## src/rtl/ajb_pkg.sv

```systemverilog
// Shared types, codes and constants of the audio playback jitter buffer.
package ajb_pkg;

    localparam int DEF_RING_DEPTH = 65536;
    localparam int DEF_CHUNK_LEN  = 64;
    localparam int DIVW           = 7;

    localparam logic [1:0] REQ_START = 2'd0;
    localparam logic [1:0] REQ_FEED  = 2'd1;
    localparam logic [1:0] REQ_END   = 2'd2;
    localparam logic [1:0] REQ_PULL  = 2'd3;

    localparam logic [2:0] KIND_IDLE  = 3'd0;
    localparam logic [2:0] KIND_PREBUF = 3'd1;
    localparam logic [2:0] KIND_SAMPLE = 3'd2;
    localparam logic [2:0] KIND_UNDER = 3'd3;
    localparam logic [2:0] KIND_DONE  = 3'd4;

    localparam logic [1:0] CFG_VOLUME  = 2'd0;
    localparam logic [1:0] CFG_MIN_PRE = 2'd1;
    localparam logic [1:0] CFG_MAX_PRE = 2'd2;

    localparam logic [15:0] VOLUME_RST  = 16'd32768;
    localparam logic [15:0] MIN_PRE_RST = 16'd6400;
    localparam logic [15:0] MAX_PRE_RST = 16'd32000;

    typedef struct packed {
        logic [1:0]  req_type;
        logic [7:0]  data_byte;
        logic [23:0] expected_bytes;
    } in_item_t;

    typedef struct packed {
        logic [2:0]         kind;
        logic signed [15:0] sample;
        logic               last;
        logic [15:0]        level;
        logic [15:0]        underruns;
        logic [15:0]        prebuffered;
    } out_item_t;

    typedef struct packed {
        logic        is_start;
        logic        is_feed;
        logic        is_end;
        logic        is_pull;
        logic [7:0]  data_byte;
        logic [23:0] expected_bytes;
    } cmd_t;

    typedef struct packed {
        logic [15:0] volume;
        logic [15:0] min_pre;
        logic [15:0] max_pre;
    } cfg_t;

endpackage

```

## src/rtl/ajb_front.sv

```systemverilog
// Request intake: classify each request and hold it in a two-entry queue.
module ajb_front
(
    input  logic            clk,
    input  logic            rst_n,
    input  logic            in_valid,
    output logic            in_ready,
    input  ajb_pkg::in_item_t in_data,
    output logic            cmd_valid,
    output ajb_pkg::cmd_t   cmd,
    input  logic            cmd_pop
);
    import ajb_pkg::*;

    cmd_t        q_reg [2];
    logic        rd_reg, rd_next;
    logic        wr_reg, wr_next;
    logic [1:0]  cnt_reg, cnt_next;
    cmd_t        cls;
    logic        push;

    always_comb
    begin
        cls                = '0;
        cls.data_byte      = in_data.data_byte;
        cls.expected_bytes = in_data.expected_bytes;
        case (in_data.req_type)
            REQ_START: cls.is_start = 1'b1;
            REQ_FEED:  cls.is_feed  = 1'b1;
            REQ_END:   cls.is_end   = 1'b1;
            default:   cls.is_pull  = 1'b1;
        endcase
    end

    assign in_ready  = (cnt_reg != 2'd2);
    assign push      = in_valid && in_ready;
    assign cmd_valid = (cnt_reg != 2'd0);
    assign cmd       = q_reg[rd_reg];

    always_comb
    begin
        rd_next  = rd_reg ^ cmd_pop;
        wr_next  = wr_reg ^ push;
        cnt_next = cnt_reg + {1'b0, push} - {1'b0, cmd_pop};
    end

    always_ff @(posedge clk)
    begin
        if (push)
        begin
            q_reg[wr_reg] <= cls;
        end
    end

    always_ff @(posedge clk or negedge rst_n)
    begin
        if (!rst_n)
        begin
            rd_reg  <= 1'b0;
            wr_reg  <= 1'b0;
            cnt_reg <= 2'd0;
        end
        else
        begin
            rd_reg  <= rd_next;
            wr_reg  <= wr_next;
            cnt_reg <= cnt_next;
        end
    end

endmodule

```

## config.mk

```make
export PLATFORM = sky130hd
export DESIGN_NAME = ajb_front
export DESIGN_NICKNAME = d
export VERILOG_FILES = /design/src/rtl/ajb_pkg.sv /design/src/rtl/ajb_front.sv
export SDC_FILE = /design/constraint.sdc
export NUM_CORES = 1
export LEC_CHECK = 0
export BUFFER_PORTS_ARGS = -buffer_cell sky130_fd_sc_hd__buf_2
export CAP_MARGIN = 10
export CORE_MARGIN = 5
export CORE_UTILIZATION = 52
export DETAILED_ROUTE_END_ITERATION = 10
export GPL_ROUTABILITY_DRIVEN = 0
export PLACE_DENSITY = 0.79
export SLEW_MARGIN = 10
export SYNTH_ARGS = -nofsm -noshare
export SYNTH_HDL_FRONTEND = slang
export SYNTH_SLANG_ARGS = --single-unit
```

## constraint.sdc

```tcl
create_clock -name clk -period 3 [get_ports clk]
set_input_delay 0 -clock clk [delete_from_list [all_inputs] [get_ports clk]]
set_output_delay 0 -clock clk [all_outputs]
set_load 0.03 [all_outputs]
```

**Yosys cells after proc, flatten, opt, wreduce, memory -nomap -nowiden**

Memories as Yosys holds them, arrays and structs flattened.
Index checks and enable logic that the tools add are counted.

- Flip-flop bits (word level): 4
- Bits in writable memories: 72
- Input bits: 38
- Output and inout port bits: 38
- Word-level logic and storage cells: 21
- Memories: 1

Memories:

| name | depth | bits a word | read ports | clocked after Yosys merged registers in | write ports | line | source |
|---|---|---|---|---|---|---|---|
| q_reg | 2 | 36 | 1 | 0 | 1 | ajb_front.sv:15 | `cmd_t q_reg [2];` |

- $add $sub $neg: 2
- Equality and inequality tests: 3
- Muxes and demuxes: 6
- Bitwise gates (word level): 2
- Reduce and logical (&&, ||, !) cells: 4

Operator list:

| operator | count |
|---|---|
| $mux 1 | 6 |
| $reduce_or 3->1 | 1 |
| $add 2x1->2 | 1 |
| $eq 2x1->1 const B | 1 |
| $eq 2x2->1 const B | 1 |
| $logic_not 2->1 | 1 |
| $ne 2x2->1 const B | 1 |
| $reduce_bool 2->1 | 1 |
| $sub 2x1->2 | 1 |
| $xor 1x1->1 | 2 |
| $logic_and 1x1->1 | 1 |

**Depth between registers and ports, before layout**

- Depth after elaboration: 4
- Mapped depth: 5
- Gate-level depth less buffers: 5

**Least setup slack after synthesis**

OpenSTA, ideal clock, no wires.

- Path type: flip-flop to flip-flop
- Start point: register cnt_reg[1]
- End point: memory q_reg[1][0] (netlist bit), enable pin
- Library setup time: 0.429 ns
- Arrival time: 2.373 ns
- Data required time: 2.571 ns
- Path slack: 0.198 ns
- Stages on the path, launching flop included: 4
- Buffers on the path: 0
- Clock period less this slack: 2.802 ns
- Path through: dfrtp_1 > nand2b_1 > nand2_1 > nor2_1

- Cells in the longest elaborated chain, start to end: 4

RTL lines:

| item | line | source |
|---|---|---|
| from (decl) | ajb_front.sv:18 | `logic [1:0] cnt_reg, cnt_next;` |
| from (signal assigned) | ajb_front.sv:67 | `cnt_reg <= cnt_next;` |
| $ne 2x2->1 | ajb_front.sv:35 | `assign in_ready = (cnt_reg != 2'd2);` |
| net in_ready | ajb_front.sv:7 | `output logic in_ready,` |
| $logic_and 1x1->1 | ajb_front.sv:36 | `assign push = in_valid && in_ready;` |
| $mux 1 | ajb_front.sv:49 | `if (push)` |
| $mux 1 (not written as such) | ajb_front.sv:51 | `q_reg[wr_reg] <= cls;` |
| to (decl) | ajb_front.sv:15 |  |

The timed path passes the listed nets, and every way through them passes these cells.

==> reports/metrics.csv <==
stage;metric;value;unit
synthesis;seq_area_frac_synth;76.5;%
setup_path;cp.required;3.00;ns
floorplanning;dieArea;7300;sq um
finish;final_util;72.8;%
synthesis;syn-mean-instance-area;21.9;sq um
drt;drtIter0Drc;88;
drt;first_pass_iters;4;
grt;track_usage;14.7;%
power_and_ir_drop;power_leakage;0.00163;uW
synthesis;synth_nets;175;
min_path;min_path_type;input port to flip-flop;
job;maxCapViolations;0;
setup_path;critical_path_class;flip-flop to output port;
setup_path;setup.worst_path.start;rd_reg$_DFF_PN0_;
grt;grt_overflow;0;
placement;port_buffers;75;
cts;cts.sinks;76;
grt;antenna_found_initial;0;
grt;grt_pass1_vias;1682;
timing;relSlewSlack;40.4;%
setup_path;startpoint_type;flip-flop;
synthesis;yosysTopAreaCell;edfxtp_1;
finish;syn2layout_area_growth;35.6;%
cts;clkSlewWorstSetupHoldPaths;0.07;ns
power_and_ir_drop;power_density;972;nW/um^2
grt;grt_pass1_wl;8090;um
drt;met3_length;298;um
timing;layout_min_cycle_time;1.97;ns
drt;vias;1562;
timing;tns;0;ns
drt;m1WireLength;2020;um
drt;wl;4990;um
timing;finalHoldViolCount;0;
cts;cts_buffers;9;
cts;cts_root_buffer;clkbuf_8;
drt;top_layer;met4;
floorplanning;die_h;85.4;um
synthesis;yosysWarnings;0;
timing;fin_worst_skew;0.00572;ns
drt;detail_route.wl_per_cell;14.9;um
power_and_ir_drop;netSwitchingPower;1330;uW
setup_path;worstPathMaxFanout;25;
setup_path;cp_data_arrival_time;1.97;ns
cts;tritoncts;yes;
synthesis;yosys.area.top_type_share;73.1;%
synthesis;syn-instance-count;135;
timing;setup_ws;1.03;ns
floorplanning;core.rowCount;27;
synthesis;ys_ff_latch;76;
finish;nets;297;
synthesis;synth.cell_area;2960;sq um
timing;clock.fmax;508;MHz
setup_path;rrSetupSlack;1.08;ns
power_and_ir_drop;p_int;2570;uW
cts;h-tree-depth;3;
status;status;finished, final reports clean;
finish;n_antenna_cell;0;
setup_path;r2r_end;q_reg[0][6]$_DFFE_PP_;
cts;postCtsResizedCells;0;
finish;largest_reg_flops;72;
timing;rsz0062_at_grt;false;
timing;setup_viol_count_final;0;
placement;place_ws;1.07;ns
placement;hpwl;3190;um
setup_path;endpoint;cmd[14];
timing;timing.final.crit_share;65.6;%
floorplanning;core_area;5510;sq um
cts;clock_path_buffers;2;
power_and_ir_drop;swShare;34.1;%
drt;drcViolationCount;0;
floorplanning;start_util;53.7;%
power_and_ir_drop;pwr-share-seq;41.2;%
power_and_ir_drop;p_total;3900;uW
finish;final_layout_size_suffix_gt1_share;48.5;%
timing;worstMarginPinSlew;0.894;ns
power_and_ir_drop;clkPwrFrac;21.7;%
synthesis;synth_cell_types;18;
drt;drtAntennaViolNets;0;
timing;slew_violations;0;
drt;vias_per_cell;4.68;
synthesis;synthTopCellsByArea;edfxtp_1 73%, mux2_4 15%, dfrtp_1 3.4%, mux2_1 2.7%, buf_6 1.5%;
setup_path;worstRegToRegCells;4;
setup_path;r2r_start;cnt_reg[1]$_DFF_PN0_;
floorplanning;die_w;85.4;um
floorplanning;pin_count;76;
drt;dr_wl_met2;2610;um
cts;worstSkewPairLatency;0.33;ns
setup_path;end_kind;output port;
grt;grt_max_degree;37;
power_and_ir_drop;pwr-share-comb;37.1;%
power_and_ir_drop;vdd_drop_max;0.000599;V
[cells in the final DEF (no fill, tap or decap), types with 2 or more instances in the layout]
master / n
xnor2_1: 2
nor2b_1: 2
inv_1: 3
dlygate4sd3_1: 37
mux2_1: 7
bufinv_16: 2
mux2_4: 29
buf_4: 3
clkbuf_8: 11
buf_2: 75
dfrtp_1: 3
edfxtp_1: 72
[worst min path at each step]
| stage | from | cells after the start | slack [ns] | to |
|---|---|---|---|---|
| after floorplan | rst_n | 0 | -0.30 | cnt_reg[0]$_DFF_PN0_ |
| after global placement | rst_n | 1 | -0.19 | cnt_reg[0]$_DFF_PN0_ |
| after detailed placement | rst_n | 1 | -0.18 | cnt_reg[0]$_DFF_PN0_ |
| after CTS | in_valid | 4 | 0.04 | cnt_reg[1]$_DFF_PN0_ |
| after global routing | in_valid | 4 | 0.08 | cnt_reg[1]$_DFF_PN0_ |
| final | in_valid | 4 | 0.06 | cnt_reg[1]$_DFF_PN0_ |
[cell families (layout without fill, tap and decap cells)]
group,count (synthesis),after routing,share of synthesized area (%)
flops,76,76,76.5
mux,36,36,17.4
simple gates,9,9,1.86
buf+inv,7,134,1.90
xor+xnor,3,3,0.888
fa+ha+maj,2,2,0.846
compound gates,2,2,0.635
[repair_timing]
action	in CTS	in global routing
endpoints found under the hold margin	75	0
hold buffers	37	0
setup buffers	0	0
[area by class of cell]
class,count,area (sq um)
well taps,72,90.1
flip-flops and latches,76,2260
fillers,347,1500
inverters,3,11.3
clock inverters,4,72.6
multi-input cells,52,649
repair buffers,115,768
clock buffers,12,155
[cell usage after synthesis (all sizes together)]
library cell	count
a21bo	1
xor2	1
dfrtp	4
and2	1
nand2b	1
buf	4
nor2	2
or2	1
nand2	1
nor3b	1
xnor2	2
inv	3
mux2	36
nor2b	2
edfxtp	72
ha	2
a21oi	1
[power groups by stage]
stage	clock, uW	sequential, uW	combinational (uW)
finish	846	1600	1450
global route	917	1630	1540
CTS	872	1610	1470
detailed placement	0	1630	1430
global placement	0	1620	1410
floorplan	0	1530	1190
[worst max-delay path: stages (launching register included)]
cell and delay [ns]:
dfrtp_2 0.83, buf_4 0.32, mux2_4 0.31, buf_2 0.18
[routing by layer]
metal | GRT usage (%) | vias to the layer above
li1 | - | 762
met1 | 17.0 | 739
met2 | 24.9 | 53
met3 | 3.59 | 8
met4 | 8.35 | 0
met5 | 0 | -
[metrics by stage]
step | hold slack [ns] | instance area, sq um | std cells
global route | 0.0793 | 4010 | 334
detailed placement | -0.184 | 3410 | 281
floorplan | -0.296 | 2960 | 135
finish | 0.0640 | 4010 | 334
global placement | -0.189 | 3410 | 281
CTS | 0.0369 | 4010 | 334
(Power assumes the default switching activity.)
